## src/hdl/lcc_pkg.sv

```systemverilog
// Shared widths, types and helpers for the line clipper.
// Used by every module of line_clip_to_canvas; depends on nothing.
package lcc_pkg;

  // Coordinate width of the input endpoints
  localparam int COORD_BITS = 16;
  localparam int CW  = COORD_BITS;
  // Register and output coordinate width
  localparam int RW  = 13;
  // Signed endpoint difference and its magnitude
  localparam int DW  = CW + 1;
  localparam int MW  = CW + 1;
  // Signed width holding a coordinate and a coordinate minus a register
  localparam int EW  = ((CW > 14) ? CW : 14) + 1;
  // First move: offset, product, saturated quotient, moved y
  localparam int OW1 = CW;
  localparam int P1W = OW1 + MW;
  localparam int QS1 = (P1W > 63) ? 63 : P1W;
  localparam int Y1W = QS1 + 2;
  // Second move: offset, product, saturated quotient, moved x
  localparam int OW2 = QS1 + 2;
  localparam int P2W = OW2 + MW;
  localparam int QS2 = (P2W > 63) ? 63 : P2W;
  localparam int X2W = QS2 + 2;
  // Register stages in one endpoint pipe
  localparam int PL  = P1W + P2W + 5;

  // Stream widths, padded to whole bytes
  localparam int IN_TW  = ((4 * CW + 7) / 8) * 8;
  localparam int OUT_TW = ((4 * RW + 7) / 8) * 8;

  // Queue between front and back
  localparam int FIFO_DEPTH = 4;
  localparam int FIFO_AW    = 2;

  // Register port
  localparam int AW = 3;
  localparam logic [RW-1:0] WIDTH_RST  = 13'd640;
  localparam logic [RW-1:0] HEIGHT_RST = 13'd480;
  localparam logic REG_WIDTH  = 1'b0;
  localparam logic REG_HEIGHT = 1'b1;

  typedef logic signed [CW-1:0] coord_t;

  typedef enum logic [1:0] {
    KIND_VERT,
    KIND_HORZ,
    KIND_GEN
  } kind_t;

  typedef struct packed {
    logic          ok;
    logic [RW-1:0] sx;
    logic [RW-1:0] sy;
    logic [RW-1:0] ex;
    logic [RW-1:0] ey;
  } res_t;

  // One endpoint with the segment's slope data
  typedef struct packed {
    coord_t        x;
    coord_t        y;
    logic [MW-1:0] adx;
    logic [MW-1:0] ady;
    logic          slope_neg;
  } pt_in_t;

  typedef struct packed {
    kind_t kind;
    res_t  early;
  } side_t;

  typedef struct packed {
    pt_in_t p0;
    pt_in_t p1;
    side_t  side;
  } entry_t;

  typedef struct packed {
    logic          ok;
    logic [RW-1:0] x;
    logic [RW-1:0] y;
  } pt_out_t;

  // v within [0, hi]
  function automatic logic in_box(coord_t v, logic [RW-1:0] hi);
    logic signed [EW-1:0] ve;
    logic signed [EW-1:0] he;
    ve = EW'(v);
    he = $signed(EW'({1'b0, hi}));
    return (ve >= 0) && (ve <= he);
  endfunction

  // v clamped to [0, hi]
  function automatic logic [RW-1:0] clamp_coord(coord_t v, logic [RW-1:0] hi);
    logic signed [EW-1:0] ve;
    logic signed [EW-1:0] he;
    ve = EW'(v);
    he = $signed(EW'({1'b0, hi}));
    if (ve < 0) begin
      return '0;
    end else if (ve > he) begin
      return hi;
    end
    return RW'(v);
  endfunction

endpackage

```

## src/hdl/lcc_front.sv

```systemverilog
// Front end: unpacks an input item, classifies the segment and works out
// the easy cases. Depends on lcc_pkg.
module lcc_front import lcc_pkg::*; (
  input  logic             s_axis_tvalid,
  output logic             s_axis_tready,
  input  logic [IN_TW-1:0] s_axis_tdata,  // start_x, start_y, end_x, end_y
  input  logic [RW-1:0]    clip_width,
  input  logic [RW-1:0]    clip_height,
  input  logic             fifo_full,
  output logic             push,
  output entry_t           entry
);

  coord_t bx, by, ex, ey;
  logic signed [DW-1:0] dx, dy;
  logic [MW-1:0] adx, ady;
  logic slope_neg;
  kind_t kind;
  res_t early;

  assign bx = s_axis_tdata[CW-1:0];
  assign by = s_axis_tdata[2*CW-1:CW];
  assign ex = s_axis_tdata[3*CW-1:2*CW];
  assign ey = s_axis_tdata[4*CW-1:3*CW];

  // handshake: take an item whenever the queue has room
  assign s_axis_tready = !fifo_full;
  assign push = s_axis_tvalid && !fifo_full;

  // deltas and their magnitudes
  assign dx = DW'(ex) - DW'(bx);
  assign dy = DW'(ey) - DW'(by);
  assign adx = MW'(dx[DW-1] ? -dx : dx);
  assign ady = MW'(dy[DW-1] ? -dy : dy);
  assign slope_neg = dx[DW-1] ^ dy[DW-1];

  // classify; a single point counts as vertical
  always_comb begin
    if (dx == '0) begin
      kind = KIND_VERT;
    end else if (dy == '0) begin
      kind = KIND_HORZ;
    end else begin
      kind = KIND_GEN;
    end
  end

  // axis-aligned segments need only a range test and clamps
  always_comb begin
    early = '0;
    case (kind)
      KIND_VERT: begin
        early.ok = in_box(bx, clip_width);
        early.sx = RW'(bx);
        early.sy = clamp_coord(by, clip_height);
        early.ex = RW'(ex);
        early.ey = clamp_coord(ey, clip_height);
      end
      KIND_HORZ: begin
        early.ok = in_box(by, clip_height);
        early.sx = clamp_coord(bx, clip_width);
        early.sy = RW'(by);
        early.ex = clamp_coord(ex, clip_width);
        early.ey = RW'(ey);
      end
      default: begin
        early = '0;
      end
    endcase
    if (!early.ok) begin
      early = '0;
    end
  end

  assign entry.p0 = '{x: bx, y: by, adx: adx, ady: ady, slope_neg: slope_neg};
  assign entry.p1 = '{x: ex, y: ey, adx: adx, ady: ady, slope_neg: slope_neg};
  assign entry.side = '{kind: kind, early: early};

endmodule

```

## config.mk

```make
export PLATFORM = sky130hd
export DESIGN_NAME = lcc_front
export DESIGN_NICKNAME = d
export VERILOG_FILES = /design/src/hdl/lcc_pkg.sv /design/src/hdl/lcc_front.sv
export SDC_FILE = /design/constraint.sdc
export NUM_CORES = 1
export LEC_CHECK = 0
export BUFFER_PORTS_ARGS = -buffer_cell sky130_fd_sc_hd__buf_2
export CAP_MARGIN = 20
export CORE_AREA = 2 2 110 112
export DETAILED_ROUTE_END_ITERATION = 8
export DIE_AREA = 0 0 112 114
export GPL_ROUTABILITY_DRIVEN = 0
export PLACE_DENSITY = 0.82
export SYNTH_ARGS = -nofsm -noshare
export SYNTH_HDL_FRONTEND = slang
export SYNTH_SLANG_ARGS = --single-unit
```

## constraint.sdc

```tcl
create_clock -name vclk -period 10.4
set_input_delay 1.56 -clock vclk [all_inputs]
set_output_delay 1.56 -clock vclk [all_outputs]
set_load 0.05 [all_outputs]
```

==> results.cfg, run 1 <==
[clocking]
ctsResizeCount = 0
cts_hold_buf = 0
post-cts-setup-buffer-count = 0

[power]
cellLeakagePower_nw = 3.30
power_density_nw_per_um2 = 120
ir_drop_mv = 0.143

[route]
route.met3.wl_um = 1560
viasPerCell = 5.81
wl_per_cell_um = 16.3
vias = 6698
top_layer = met4
met1_length_um = 8590
drt_iter0_drc = 689
firstDrtPassIters = 6
drc = 0
ant_nets = 0
routed_wl_um = 18800
met2_length_um = 8300

[die]
fp.dieArea_um2 = 12800
num_rows = 40
dieHeight_um = 114
dieWidth_um = 112
initial_utilization = 0.486
io_pins = 283
design.core.area_um2 = 11700

[global_routing]
grt_pass1_vias = 5775
grt_pass1_wl_um = 28800
grt_usage = 0.267
gr-total-overflow = 0
antenna_found_initial = 0
grt_start_max_net_pins = 54

[final_layout]
final_cell_mix = buf_2 (283), ha_1 (88), nor2_1 (71), inv_1 (69), nand3_1 (63)
nClkBuffers = 0
seq_cells = 0
layoutNonFillerInstCount = 1152
fin_area_um2 = 6440
layout_commonest_cell = buf_2
final.fill_count = 1164
regArea_um2 = 0
drive_gt1_frac = 0.302
syn_to_final_growth_pct = 13.1
final_nets = 1189
multi_input_area_um2 = 4520
insertedDiodeCount = 0

[place]
placed_area_um2 = 6440
port_buffers = 283
dpl.cell_count = 1152
hpwl_um = 15600

[logic_synthesis]
ys_seq_area_frac = 0
synthesis.area_um2 = 5700
synth_nets = 1029
yosysWarnings = 0
synth.distinct_cells = 59
synth_area_per_cell_um2 = 6.72
synth_cells = 847

[critical_path]
crit_arrival_ps = 6080
crit_path_max_fanout = 26
end_kind = output pin
cp.required_ps = 8840
critPathLaunchType = input port
worstSetupPathType = in2out

[min_path]
hp-class = in2out

[timing]
hold_violations = 0
setup_tns_ps = 0
rsz0062_at_grt = false
fin_crit_ps = 7640
period_share = 0.735
drv_slew = 0
timing.fmax_ghz = 0.131
tightestPinTransition_ps = 993
setup_violations = 0
max_slew_margin = 0.338

[status]
outcome = finished clean

[flow_run]
cap_violations = 0
==> metrics by stage <==
step           utilization  power, mW  setup WS, ps  hold slack (ps)
3_5_place_dp         0.550      0.770          2850             3420
4_1_cts              0.550      0.772          2840             3420
5_1_grt              0.550      0.818          2530             3430
3_3_place_gp         0.550      0.763          2950             3420
6_report             0.550      0.773          2760             3420
2_1_floorplan            -      0.672          2900             3290
==> final cells by class <==
type / count / share of cell area
Timing Repair Buffer: 291 / 0.229
Multi-Input combinational cell: 645 / 0.702
Inverter: 69 / 0.0402
Tap cell: 147 / 0.0286
==> per-layer routing <==
metal	vias up	track usage
li1	3269	-
met1	3037	0.389
met2	351	0.441
met3	41	0.0234
met4	0	0.0366
met5	-	0
==> synth_stat cells (3+ instances only) <==
master	count	share of area
buf_2	7	0.0062
nand4_1	13	0.014
clkbuf_1	18	0.012
a211oi_1	8	0.011
mux2i_1	3	0.0053
a31oi_1	30	0.033
o31a_1	3	0.0046
ha_1	88	0.19
o21ai_0	35	0.031
buf_4	100	0.13
nor3b_1	3	0.0040
buf_6	8	0.016
a21oi_1	40	0.035
or4_1	3	0.0040
nand2b_1	11	0.012
or4b_1	3	0.0053
o21bai_1	3	0.0040
nand2_1	61	0.040
o211ai_1	4	0.0053
nand3_1	63	0.055
nor2b_1	10	0.011
or3_1	4	0.0044
inv_1	69	0.045
xnor2_1	24	0.037
nor3_1	14	0.012
and2_1	7	0.0077
nand3b_1	3	0.0040
a21o_1	21	0.028
a211o_1	4	0.0062
a22oi_1	26	0.034
and4_1	5	0.0077
and3_1	9	0.0099
o31ai_1	4	0.0053
nor2_1	71	0.047
nor4_1	9	0.0099
a311oi_1	3	0.0046
o41ai_1	5	0.0077
xor2_1	24	0.037
o21a_1	5	0.0066
==> final timing paths <==
| path | cells past startpoint | slack [ps] | to | start |
|---|---|---|---|---|
| setup / recovery | 14 | 2760 | entry[4] | s_axis_tdata[2] |
| hold / removal | 2 | 3420 | entry[170] | s_axis_tdata[29] |
==> kinds of logic after synthesis <==
group / Yosys count / synth area share
fa+ha+maj: 90 / 0.200
xor+xnor: 48 / 0.0738
compound gates: 205 / 0.240
mux: 3 / 0.00527
simple gates: 299 / 0.270
buf+inv: 202 / 0.211
==> report_power, final <==
group | internal, mW | total, mW | switching [mW] | leakage [nW]
combinational | 0.185 | 0.773 | 0.588 | 3.30
sequential | 0 | 0 | 0 | 0
clock | 0 | 0 | 0 | 0
total | 0.185 | 0.773 | 0.588 | 3.30
==> critical path: stages <==
cell and delay, ps:
buf_2 140, inv_1 60, ha_1 340, o21ai_0 100, a21oi_1 210, o31a_1 380
a21oi_2 100, or4_1 590, or4b_1 650, or4_1 840, nor2_8 400, nand3_1 150
a31oi_1 240, buf_2 300
No activity file was read; power rests on OpenSTA's default activity.
==> run 2: changes to the inputs <==
Settings changed: CORE_AREA 2 2 110 112 to unset, CORE_MARGIN set to 1, CORE_UTILIZATION set to 49, DIE_AREA 0 0 112 114 to unset.
Clock period 10.4 ns to 7.34 ns, I/O delays scaled along.
==> run 2 against run 1 <==
- critical path depth is 2 higher
- worst hold slack worse by 920 ps
- die area down 5.6%
- cell area grew 0.23%
- flip-flop and latch count stayed put
- critical path type unchanged
- largest power group unchanged
==> results.cfg, run 2 (synthesis results as in run 1) <==
[die]
design.core.area_um2 = 11400
dieHeight_um = 110
fp.dieArea_um2 = 12100
io_pins = 283
dieWidth_um = 110
initial_utilization = 0.501
num_rows = 39

[timing]
drv_slew = 0
period_share = 0.898
hold_violations = 0
rsz0062_at_grt = false
timing.fmax_ghz = 0.152
fin_crit_ps = 6590
max_slew_margin = 0.324
worst_slack_ps = 747
setup_tns_ps = 0
tightestPinTransition_ps = 1010
setup_violations = 0

[final_layout]
nClkBuffers = 0
final_nets = 1190
layout_commonest_cell = buf_2
drive_gt1_frac = 0.303
fin_util = 0.568
syn_to_final_growth_pct = 13.3
insertedDiodeCount = 0
regArea_um2 = 0
final_cell_mix = buf_2 (283), ha_1 (88), nor2_1 (71), inv_1 (69), nand3_1 (63)
seq_cells = 0
fin_area_um2 = 6450

[critical_path]
crit_family = compound AO/OA/AOI/OAI gates
cp.required_ps = 6240
critPathMostFrequentCell = buf_2
cpMaxStageDelayCell = or4b_1
crit_arrival_ps = 5490
path_cells = buf_2 > inv_1 > ha_1 > fa_1 > nand2b_1 > a211oi_1 > o211ai_1 > a21oi_1 > o21ai_0 > a21o_1 > or4b_1 > nor2_1 > a31oi_4 > buf_12 > a31oi_1 > buf_2
cpPeakStageDelay_ps = 690
critPathLaunchType = input port
worstSetupPathType = in2out
end_kind = output pin
critPathBufInv = 4
crit_path_max_fanout = 53

[global_routing]
grtUsageMet1 = 0.441
antenna_found_initial = 0
grt_pass1_vias = 5515
grt_usage = 0.291
grtUsageMet2 = 0.440
grt_start_max_net_pins = 54
use_met3 = 0.0261
top_usage_layer = met1
grt_pass1_wl_um = 28100
gr-total-overflow = 0

[power]
p_sw_mw = 0.835
cellLeakagePower_nw = 3.31
ir_drop_mv = 0.187
power_frac_clock = 0
switching_share = 0.761
power_density_nw_per_um2 = 170
p_comb_frac = 1.000
p_int_mw = 0.262
power_frac_seq = 0

[status]
outcome = finished clean

[route]
drc = 0
ant_nets = 0
routed_wl_um = 18600
vias = 6707
firstDrtPassIters = 5
wl_per_cell_um = 16.1
viasPerCell = 5.84
drt_iter0_drc = 516

[place]
placed_area_um2 = 6450
dp_slack_ps = 788
hpwl_um = 15500
port_buffers = 283

[clocking]
ctsResizeCount = 0
cts_hold_buf = 0
post-cts-setup-buffer-count = 0

[min_path]
hp-class = in2out

[flow_run]
cap_violations = 0
==> run 2: changes by cell type in the layout (fill, tap and decap cells not counted) <==
cell / previous run / this run
buf_12: 0 / 1
==> run 2: path summary, 6_finish.rpt <==
| path | from | end | slack, ps | cells after the start |
|---|---|---|---|---|
| worst max-delay path | s_axis_tdata[48] | entry[5] | 750 | 16 |
| worst min-delay path | s_axis_tdata[29] | entry[170] | 2500 | 2 |
==> run 2: power by group through the flow <==
| stage | registers, mW | clock network [mW] | logic (mW) |
|---|---|---|---|
| 3_3_place_gp | 0 | 0 | 1.08 |
| 6_report | 0 | 0 | 1.10 |
| 5_1_grt | 0 | 0 | 1.17 |
| 4_1_cts | 0 | 0 | 1.09 |
| 2_1_floorplan | 0 | 0 | 0.952 |
| 3_5_place_dp | 0 | 0 | 1.09 |
==> run 2: cell type report <==
cell class	count	area (um^2)
fillers	1126	4910
inverters	69	259
multi-input cells	645	4520
repair buffers	292	1500
well taps	143	179
==> run 2: metrics by stage <==
| stage | hold WS [ps] | power [mW] | instances |
|---|---|---|---|
| detailed placement | 2500 | 1.09 | 1149 |
| global placement | 2500 | 1.08 | 1149 |
| global route | 2510 | 1.17 | 1149 |
| floorplan | 2370 | 0.952 | 847 |
| finish | 2500 | 1.10 | 1149 |
| CTS | 2500 | 1.09 | 1149 |
==> run 2: layer usage <==
metal / vias up / routed length, um
li1: 3279 / -
met3: 34 / 1600
met4: 0 / 314
met1: 3038 / 8600
met5: - / 0
met2: 356 / 8040
