**config.mk**
```make
export PLATFORM = sky130hd
export DESIGN_NAME = lcc_fifo
export DESIGN_NICKNAME = d
export VERILOG_FILES = /design/src/hdl/lcc_pkg.sv /design/src/hdl/lcc_fifo.sv
export SDC_FILE = /design/constraint.sdc
export NUM_CORES = 1
export LEC_CHECK = 0
export BUFFER_PORTS_ARGS = -buffer_cell sky130_fd_sc_hd__buf_2
export CAP_MARGIN = 0
export CELL_PAD_IN_SITES_DETAIL_PLACEMENT = 1
export CELL_PAD_IN_SITES_GLOBAL_PLACEMENT = 2
export CORE_UTILIZATION = 45
export DETAILED_ROUTE_END_ITERATION = 10
export PLACE_DENSITY_LB_ADDON = 0.1
export SYNTH_ARGS = -nofsm -noshare
export SYNTH_HDL_FRONTEND = slang
export SYNTH_SLANG_ARGS = --single-unit
```
**constraint.sdc**
```tcl
create_clock -name clk -period 7.4 [get_ports clk]
set_input_delay 1.11 -clock clk [delete_from_list [all_inputs] [get_ports clk]]
set_output_delay 1.11 -clock clk [all_outputs]
set_load 0.05 [all_outputs]
```
**src/hdl/lcc_pkg.sv**
```systemverilog
// Shared widths, types and helpers for the line clipper.
// Used by every module of line_clip_to_canvas; depends on nothing.
package lcc_pkg;

  // Coordinate width of the input endpoints
  localparam int COORD_BITS = 16;
  localparam int CW  = COORD_BITS;
  // Register and output coordinate width
  localparam int RW  = 13;
  // Signed endpoint difference and its magnitude
  localparam int DW  = CW + 1;
  localparam int MW  = CW + 1;
  // Signed width holding a coordinate and a coordinate minus a register
  localparam int EW  = ((CW > 14) ? CW : 14) + 1;
  // First move: offset, product, saturated quotient, moved y
  localparam int OW1 = CW;
  localparam int P1W = OW1 + MW;
  localparam int QS1 = (P1W > 63) ? 63 : P1W;
  localparam int Y1W = QS1 + 2;
  // Second move: offset, product, saturated quotient, moved x
  localparam int OW2 = QS1 + 2;
  localparam int P2W = OW2 + MW;
  localparam int QS2 = (P2W > 63) ? 63 : P2W;
  localparam int X2W = QS2 + 2;
  // Register stages in one endpoint pipe
  localparam int PL  = P1W + P2W + 5;

  // Stream widths, padded to whole bytes
  localparam int IN_TW  = ((4 * CW + 7) / 8) * 8;
  localparam int OUT_TW = ((4 * RW + 7) / 8) * 8;

  // Queue between front and back
  localparam int FIFO_DEPTH = 4;
  localparam int FIFO_AW    = 2;

  // Register port
  localparam int AW = 3;
  localparam logic [RW-1:0] WIDTH_RST  = 13'd640;
  localparam logic [RW-1:0] HEIGHT_RST = 13'd480;
  localparam logic REG_WIDTH  = 1'b0;
  localparam logic REG_HEIGHT = 1'b1;

  typedef logic signed [CW-1:0] coord_t;

  typedef enum logic [1:0] {
    KIND_VERT,
    KIND_HORZ,
    KIND_GEN
  } kind_t;

  typedef struct packed {
    logic          ok;
    logic [RW-1:0] sx;
    logic [RW-1:0] sy;
    logic [RW-1:0] ex;
    logic [RW-1:0] ey;
  } res_t;

  // One endpoint with the segment's slope data
  typedef struct packed {
    coord_t        x;
    coord_t        y;
    logic [MW-1:0] adx;
    logic [MW-1:0] ady;
    logic          slope_neg;
  } pt_in_t;

  typedef struct packed {
    kind_t kind;
    res_t  early;
  } side_t;

  typedef struct packed {
    pt_in_t p0;
    pt_in_t p1;
    side_t  side;
  } entry_t;

  typedef struct packed {
    logic          ok;
    logic [RW-1:0] x;
    logic [RW-1:0] y;
  } pt_out_t;

  // v within [0, hi]
  function automatic logic in_box(coord_t v, logic [RW-1:0] hi);
    logic signed [EW-1:0] ve;
    logic signed [EW-1:0] he;
    ve = EW'(v);
    he = $signed(EW'({1'b0, hi}));
    return (ve >= 0) && (ve <= he);
  endfunction

  // v clamped to [0, hi]
  function automatic logic [RW-1:0] clamp_coord(coord_t v, logic [RW-1:0] hi);
    logic signed [EW-1:0] ve;
    logic signed [EW-1:0] he;
    ve = EW'(v);
    he = $signed(EW'({1'b0, hi}));
    if (ve < 0) begin
      return '0;
    end else if (ve > he) begin
      return hi;
    end
    return RW'(v);
  endfunction

endpackage

```
**src/hdl/lcc_fifo.sv**
```systemverilog
// Short queue of classified items between front and back.
// Depends on lcc_pkg.
module lcc_fifo import lcc_pkg::*; (
  input  logic   clk,
  input  logic   rst,
  input  logic   push,
  input  entry_t wr_entry,
  input  logic   pop,
  output entry_t rd_entry,
  output logic   empty,
  output logic   full
);

  entry_t mem [FIFO_DEPTH];
  logic [FIFO_AW-1:0] wr_ptr, rd_ptr;
  logic [FIFO_AW:0]   count;

  assign empty = (count == '0);
  assign full  = (count == (FIFO_AW+1)'(FIFO_DEPTH));
  assign rd_entry = mem[rd_ptr];

  // pointers and fill level
  always_ff @(posedge clk) begin
    if (rst) begin
      wr_ptr <= '0;
      rd_ptr <= '0;
      count  <= '0;
    end else begin
      if (push) begin
        wr_ptr <= wr_ptr + 1'b1;
      end
      if (pop) begin
        rd_ptr <= rd_ptr + 1'b1;
      end
      if (push && !pop) begin
        count <= count + 1'b1;
      end else if (pop && !push) begin
        count <= count - 1'b1;
      end
    end
  end

  // storage
  always_ff @(posedge clk) begin
    if (push) begin
      mem[wr_ptr] <= wr_entry;
    end
  end

endmodule

```
==> flow_summary_export.csv, run 1 <==
group,metric,value,unit
status,status,"completed",
die,start_util,45.7,%
yosys,synth-xor-area-share,0.158,%
power_and_ir_drop,powerDensity,315,nW/um^2
global_route,grt_usage,18.7,%
timing,worst_pin_slew,1.02,ns
power_and_ir_drop,cellLeakagePower,11.1,nW
yosys,synth-adder-area-share,0.298,%
yosys,synth_top_family_by_area,"multiplexers",
final_layout,final_util,54.7,%
power_and_ir_drop,p_total,10.4,mW
yosys,syn_area,27700,um^2
setup_path,crit_arrival,3.17,ns
final_layout,nets,1666,
placement,dp_slack,3.59,ns
cts,cts_root_buf,"clkbuf_16",
final_layout,syn_to_final_growth,19.7,%
placement,dp_cells,2167,
final_layout,mostFrequentLayoutCell,"edfxtp_1",
yosys,ys_seq_area_share,82.7,%
timing,finalHoldViolCount,0,
cts,clkLatencyLatePin,0.60,ns
drt,via_count,12281,
drt,detail_route.first_pass.iterations,4,
job,drv_cap,0,
global_route,grt_overflow,0,
global_route,grt_pass1_wl,86.0,mm
placement,place_hpwl,33.8,mm
final_layout,fin_cells,2319,
yosys,syn_avg_cell_area,26.8,um^2
cts,cts_tree,"done",
cts,max-clock-path-buffers,3,
setup_path,critPathKind,"reg2out",
yosys,synth_cell_types,21,
global_route,grt_pass1_vias,13388,
cts,cts_sinks,765,
global_route,grt_antenna_before_repair,17,
timing,fin_skew,0.0172,ns
placement,placement.io_buffers,383,
die,die_x,250,um
yosys,synth-simple-area-share,0.267,%
cts,ctsResizeCount,0,
cts,clk_pin_slew,0.06,ns
timing,fin_crit,4.28,ns
power_and_ir_drop,ir_worst_vdd,0.206,mV
timing,clock.fmax,234,MHz
yosys,ys_ff_latch,765,
timing,fin_crit_sh,57.8,%
timing,maxSlewViolCount,0,
placement,gp_congestion,0.734,
drt,avgRoutedWirePerCell,25.1,um
yosys,synth_mux_area_share,15.5,%
die,coreArea,60600,um^2
cts,htree_levels,3,
cts,cts_setup_buffers,0,
setup_path,worst_setup_path_end_kind,"primary output",
drt,drt_wl_total,58.2,mm
drt,drc,0,
final_layout,mostFrequentLayoutCells,"756 x edfxtp_1, 383 x buf_2, 189 x mux4_2",
timing,slew_headroom,32.2,%
setup_path,reg2reg_slack,4.97,ns
timing,tns,0,ns
timing,setup_violations,0,
timing,fin_ws,3.12,ns
cts,cts_hold_buffers,0,
global_route,grt_max_degree,98,
yosys,yosysWarnings,0,
setup_path,crit_path_start_kind,"flip-flop",
yosys,synth_compound_area_share,0.0362,%
cts,cts_buffers,80,
yosys,syn_inst,1031,
die,die_y,250,um
setup_path,required,6.29,ns
yosys,syn_nets,1230,
timing,rsz0062_at_grt,"false",
die,io-pin-count,384,
die,row_count,90,
drt,ant_nets,0,
final_layout,drive_above_1_share,46.4,%
setup_path,cp_max_fo,97,
drt,detail_route.vias_per_cell,5.30,
drt,drt_iter0_drc,685,
worst_hold_path,min_path_type,"reg2reg",
die,dieArea,62500,um^2
[per-stage QoR]
stage / hold slack, ns / area (um^2)
after global routing: 0.550 / 33100
after floorplan: 0.466 / 27700
final: 0.524 / 33100
after detailed placement: 0.512 / 30500
after global placement: 0.492 / 30500
after CTS: 0.528 / 33100
[metal layers]
metal / routed length [um] / vias to the layer above / share of wire, % / track usage (%)
li1: - / 5357 / - / -
met1: 23800 / 6484 / 41 / 24.3
met2: 28900 / 303 / 50 / 30.1
met3: 3950 / 115 / 6.8 / 5.73
met4: 1450 / 22 / 2.5 / 6.43
met5: 149 / - / 0.26 / 0
[registers in the layout (all words and copies together) (netlist names), named ones only]
| name | count |
|---|---|
| wr_ptr | 2 |
| mem | 756 |
| rd_ptr | 2 |
| count | 3 |
[cell usage after synthesis]
master | n | area (um^2)
edfxtp_1 | 756 | 22700
mux4_2 | 189 | 4260
buf_2 | 21 | 105
buf_6 | 14 | 158
dfxtp_1 | 9 | 180
clkbuf_1 | 7 | 26.3
nor2_1 | 7 | 26.3
ha_1 | 5 | 62.6
and2_1 | 4 | 25.0
inv_1 | 4 | 15.0
xor2_1 | 3 | 26.3
mux2i_1 | 2 | 20.0
xnor2_1 | 2 | 17.5
a21oi_1 | 1 | 5.00
buf_1 | 1 | 3.75
fa_1 | 1 | 20.0
nand2_1 | 1 | 3.75
nor3_1 | 1 | 5.00
nor3b_1 | 1 | 7.51
o21ai_0 | 1 | 5.00
or3_1 | 1 | 6.26
[path summary, 6_finish.rpt]
check,start,to,depth (start not counted)
setup / recovery,flip-flop,rd_entry[111],3
hold / removal,count[2],count[2],2
setup reg to reg,wr_ptr[0],mem[0][18],4
hold reg to reg,count[2],count[2],2
[critical path, cell delays in order, from the launching register on]
cell     delay, ns
dfxtp_4       0.88
buf_12        0.65
mux4_2        0.65
buf_2         0.24
[cells by family after synthesis]
logic type	Yosys count
flops	765
mux	191
buf+inv	47
simple gates	15
fa+ha+maj	6
xor+xnor	5
compound gates	2
[cell type report]
type | count | area [um^2]
Antenna cell | 4 | 10.0
Clock buffer | 102 | 2250
Clock inverter | 46 | 397
Fill cell | 5203 | 27500
Inverter | 4 | 15.0
Multi-Input combinational cell | 219 | 4500
Sequential cell | 765 | 22900
Tap cell | 782 | 978
Timing Repair Buffer | 397 | 2080
[report_power, final]
group          switching, mW  leakage (nW)  internal, mW
registers             0.0661          7.02          4.98
clock network           1.61          1.31          2.39
logic                  0.985          2.76         0.396
Note: power is estimated with default switching activity, not from simulation.
==> run 2: changes to the inputs <==
==> constraint.sdc (replaced) <==
create_clock -name clk -period 3.95 [get_ports clk]
set_input_delay 0.5925 -clock clk [delete_from_list [all_inputs] [get_ports clk]]
set_output_delay 0.5925 -clock clk [all_outputs]
set_load 0.05 [all_outputs]
==> run 2 against run 1 <==
  * Critical endpoint is now rd_entry[165]
  * Sequential share of layout area decreased by 0.50 points
  * Die area stayed put
  * Combinational power increased by 92%
==> flow_summary_export.csv, run 2 (synthesis results as in run 1) <==
group,metric,value,unit
power_and_ir_drop,powerDensity,581,nW/um^2
cts,ctsResizeCount,0,
final_layout,fill_cells,5209,
drt,via_count,12409,
placement,gp_congestion,0.723,
power_and_ir_drop,cellLeakagePower,11.2,nW
setup_path,critPathKind,"reg2out",
die,row_count,90,
die,dieArea,62500,um^2
worst_hold_path,min_path_type,"in2reg",
job,drv_cap,0,
timing,clock.fmax,304,MHz
placement,place_hpwl,35.7,mm
placement,dp_slack,1.21,ns
drt,drt_wl_total,57.8,mm
placement,placement.io_buffers,383,
global_route,grt_pass1_wl,86.1,mm
final_layout,mostFrequentLayoutCell,"edfxtp_1",
final_layout,postLayoutCellArea,33400,um^2
global_route,grt_antenna_before_repair,19,
setup_path,required,3.36,ns
timing,worst_pin_slew,0.875,ns
status,status,"completed",
final_layout,nets,1681,
setup_path,crit_path_start_kind,"flip-flop",
final_layout,largest_reg_flops,756,
timing,fin_crit,3.28,ns
cts,clkLatencyLatePin,0.61,ns
cts,cts_tree,"done",
drt,avgRoutedWirePerCell,24.8,um
die,die_x,250,um
drt,detail_route.vias_per_cell,5.32,
timing,slew_headroom,41.6,%
timing,finalHoldViolCount,0,
global_route,grt_pass1_vias,13322,
drt,drt_iter0_drc,520,
die,io-pin-count,384,
timing,fin_skew,0.0174,ns
setup_path,crit_arrival,2.69,ns
power_and_ir_drop,ir_worst_vdd,0.374,mV
setup_path,worst_setup_path_end_kind,"primary output",
placement,dp_cells,2182,
cts,max-clock-path-buffers,3,
cts,htree_levels,3,
global_route,grt_overflow,0,
timing,maxSlewViolCount,0,
final_layout,drive_above_1_share,46.1,%
die,start_util,45.7,%
global_route,grt_usage,18.8,%
final_layout,fin_cells,2334,
cts,cts_sinks,765,
die,die_y,250,um
final_layout,top_regs,"mem (756), count (3)",
final_layout,syn_to_final_growth,20.5,%
cts,cts_hold_buffers,0,
timing,setup_violations,0,
timing,fin_ws,0.666,ns
global_route,grt_max_degree,54,
cts,cts_root_buf,"clkbuf_16",
die,coreArea,60600,um^2
timing,tns,0,ns
timing,whs,0.193,ns
final_layout,top_register,"mem",
cts,cts_setup_buffers,0,
cts,clk_pin_slew,0.06,ns
placement,dpl-instance-area,30800,um^2
setup_path,cp_max_fo,32,
cts,cts_buffers,80,
final_layout,final_util,55.1,%
power_and_ir_drop,p_total,19.4,mW
timing,fin_crit_sh,83.1,%
drt,ant_nets,0,
timing,rsz0062_at_grt,"false",
drt,drc,0,
final_layout,mostFrequentLayoutCells,"756 x edfxtp_1, 383 x buf_2, 189 x mux4_2",
drt,detail_route.first_pass.iterations,4,
## run 2: changes by cell type in the layout (fill, tap and decap cells not counted)
| cell | change |
|---|---|
| clkinv_2 | -7 |
| bufinv_16 | -1 |
| clkbuf_1 | +13 |
| clkinv_1 | -1 |
| buf_4 | -3 |
| diode_2 | +2 |
| buf_12 | +18 |
| clkbuf_8 | -6 |
## run 2: power by group
group	internal [mW]	total [mW]	switching [mW]	leakage (nW)
logic	0.793	2.65	1.86	2.90
registers	9.33	9.45	0.119	7.02
clock network	4.32	7.26	2.94	1.24
total	14.4	19.4	4.92	11.2
## run 2: worst max-delay path: stages (launching register included)
cell and delay (ns):
dfxtp_4 0.88, buf_12 0.36, mux4_2 0.57, buf_2 0.23
## run 2: path summary, 6_finish.rpt
check	start	to	slack (ns)	depth (start not counted)
worst max-delay path	flip-flop	rd_entry[165]	0.67	3
worst min-delay path	wr_entry[38]	mem[1][38]	0.19	1
worst max register to register	wr_ptr[0]	mem[0][50]	1.91	4
worst min register to register	count[2]	count[2]	0.51	2
## run 2: area by class of cell
type / instances / area, um^2 / area share [%]
flip-flops and latches: 765 / 22900 / 68.6
multi-input cells: 219 / 4500 / 13.5
repair buffers: 412 / 2420 / 7.26
clock buffers: 109 / 2220 / 6.65
well taps: 782 / 978 / 2.93
clock inverters: 37 / 328 / 0.983
inverters: 4 / 15.0 / 0.0450
diodes: 6 / 15.0 / 0.0450
## run 2: metal layers
| layer | share of wire [%] | track usage, % | vias up |
|---|---|---|---|
| met4 | 1.8 | 5.82 | 24 |
| met3 | 7.3 | 6.30 | 97 |
| met1 | 40 | 23.3 | 6574 |
| met2 | 51 | 31.3 | 314 |
| met5 | 0.28 | 0 | - |
| li1 | - | - | 5400 |
==> run 3: changes to the inputs <==
--- a/config.mk
+++ b/config.mk
@@ -9,7 +9,7 @@
 export CAP_MARGIN = 0
 export CELL_PAD_IN_SITES_DETAIL_PLACEMENT = 1
 export CELL_PAD_IN_SITES_GLOBAL_PLACEMENT = 2
-export CORE_UTILIZATION = 45
+export CORE_UTILIZATION = 41
 export DETAILED_ROUTE_END_ITERATION = 10
 export PLACE_DENSITY_LB_ADDON = 0.1
 export SYNTH_ARGS = -nofsm -noshare
==> constraint.sdc (replaced) <==
create_clock -name clk -period 2.8 [get_ports clk]
set_input_delay 0.42 -clock clk [delete_from_list [all_inputs] [get_ports clk]]
set_output_delay 0.42 -clock clk [all_outputs]
set_load 0.05 [all_outputs]
==> run 3 against run 2 <==
  * Register-to-register slack lost 0.93 ns
  * Critical path depth is 1 higher
  * Wire length is 5.5% higher
  * Clock skew is 0.0027 ns lower
  * Worst setup slack worse by 0.55 ns
==> flow_summary_export.csv, run 3 (synthesis results as in run 1) <==
group,metric,value,unit
status,status,"completed",
final_layout,final_util,53.4,%
global_route,grt_usage,17.8,%
worst_hold_path,hp-start,"wr_entry[186]",
drt,ant_nets,0,
drt,drc,0,
timing,fin_skew,0.0146,ns
global_route,grt_antenna_before_repair,9,
timing,rsz0062_at_grt,"false",
setup_path,crit_path_start_kind,"flip-flop",
timing,worst_pin_slew,0.620,ns
timing,maxSlewViolCount,0,
die,die_y,262,um
power_and_ir_drop,powerDensity,780,nW/um^2
setup_path,cp_slowest_cell,"mux4_2",
setup_path,crit_family,"buffers and inverters",
die,row_count,94,
timing,setup_violations,0,
timing,slew_headroom,58.7,%
worst_hold_path,min_path_type,"in2reg",
global_route,grt_pass1_wl,89.9,mm
power_and_ir_drop,ir_worst_vdd,0.499,mV
setup_path,crit_arrival,2.26,ns
worst_hold_path,hold_end,"mem[0][186]",
final_layout,fill_cells,5828,
timing,clock.fmax,373,MHz
global_route,grt_max_degree,55,
placement,gp_congestion,0.726,
die,die_x,262,um
final_layout,mostFrequentLayoutCell,"edfxtp_1",
drt,via_count,13136,
setup_path,max_stage_delay,0.54,ns
worst_hold_path,worstHoldPathCells,1,
die,io-pin-count,384,
timing,fin_crit,2.68,ns
final_layout,regArea,22900,um^2
die,coreArea,66200,um^2
final_layout,syn_to_final_growth,27.7,%
cts,cts_sinks,765,
setup_path,crit_path_frequent_cell,"buf_12",
final_layout,top_register,"mem",
timing,finalHoldViolCount,0,
final_layout,mostFrequentLayoutCells,"756 x edfxtp_1, 383 x buf_2, 189 x mux4_2",
cts,cts_tree,"done",
setup_path,reg2reg_slack,0.98,ns
timing,fin_crit_sh,95.8,%
global_route,grt_pass1_vias,14580,
cts,clk_pin_slew,0.06,ns
final_layout,top_regs,"mem (756), count (3)",
setup_path,cp_max_fo,19,
cts,clkLatencyLatePin,0.62,ns
drt,detail_route.first_pass.iterations,4,
drt,drt_wl_total,61.0,mm
setup_path,worstReg2RegEnd,"mem[0][72]",
setup_path,r2r_start,"wr_ptr[0]",
timing,tns,0,ns
final_layout,drive_above_1_share,42.4,%
setup_path,critPathKind,"reg2out",
cts,max-clock-path-buffers,3,
setup_path,cp.buffers_inverters,3,
drt,detail_route.vias_per_cell,5.05,
cts,cts_root_buf,"clkbuf_16",
setup_path,worst_setup_path_end_kind,"primary output",
placement,placement.io_buffers,383,
die,start_util,41.8,%
placement,place_hpwl,38.5,mm
power_and_ir_drop,cellLeakagePower,12.0,nW
drt,avgRoutedWirePerCell,23.5,um
global_route,grt_overflow,0,
final_layout,largest_reg_flops,756,
cts,htree_levels,3,
setup_path,r2r_cells,4,
die,dieArea,68500,um^2
cts,cts_buffers,82,
final_layout,multi_input_area,4500,um^2
job,drv_cap,0,
final_layout,nets,1868,
setup_path,required,2.38,ns
setup_path,worstPathCellList,"buf_12 > buf_12 > mux4_2 > buf_2",
drt,drt_iter0_drc,612,
==> run 3: stage by stage <==
| step | hold WS, ns | power, mW | cells | setup slack (ns) | instance area [um^2] |
|---|---|---|---|---|---|
| final | 0.0411 | 27.5 | 2601 | 0.119 | 35300 |
| after floorplan | 0.466 | 16.3 | 1031 | 0.485 | 27700 |
| after global placement | 0.480 | 17.4 | 2282 | 0.558 | 31100 |
| after global routing | 0.0169 | 28.5 | 2599 | 0.00641 | 35300 |
| after detailed placement | 0.491 | 17.5 | 2282 | 0.552 | 31100 |
| after CTS | 0.000236 | 28.0 | 2597 | 0.0330 | 35300 |
==> run 3: where the power goes <==
group | internal, mW | switching [mW]
Combinational | 1.30 | 2.75
Sequential | 13.2 | 0.127
Clock | 5.96 | 4.24
==> run 3: final cells by class <==
type,count,share of cell area (%)
clock inverter,40,0.907
timing repair buffer,597,12.2
inverter,4,0.0425
tap,864,3.06
antenna,4,0.0283
clock buffer,108,6.29
sequential,765,64.8
multi-input combinational,219,12.7
==> run 3: worst max-delay path by stage <==
stage          cells after the start      endpoint  startpoint  slack [ns]
6_report                           4  rd_entry[19]   flip-flop        0.12
5_1_grt                            4  rd_entry[19]   flip-flop       0.006
4_1_cts                            4  rd_entry[19]   flip-flop        0.03
3_5_place_dp                       3   rd_entry[2]   flip-flop        0.55
3_3_place_gp                       3   rd_entry[2]   flip-flop        0.56
2_1_floorplan                      3     mem[2][0]   wr_ptr[0]        0.49
==> run 3: what timing repair did <==
item | 4_1_cts | 5_1_grt
hold endpoints to repair | 634 | 0
hold buffers | 165 | 0
endpoints found under the setup margin | 95 | 0
gates resized for setup | 1 | 0
setup buffers | 2 | 0
==> run 3: worst register-to-register path: stages (launching register included) <==
cell	delay, ns
dfxtp_1	0.35
inv_1	0.10
ha_1	0.15
and2_4	0.43
buf_4	0.44
==> run 3: layer usage <==
metal | up-vias | part of all wire [%] | global-route usage, %
li1 | 5767 | - | -
met3 | 91 | 6.9 | 5.26
met5 | - | 0.077 | 0
met1 | 6950 | 40 | 22.3
met4 | 8 | 2.0 | 5.62
met2 | 320 | 51 | 30.0
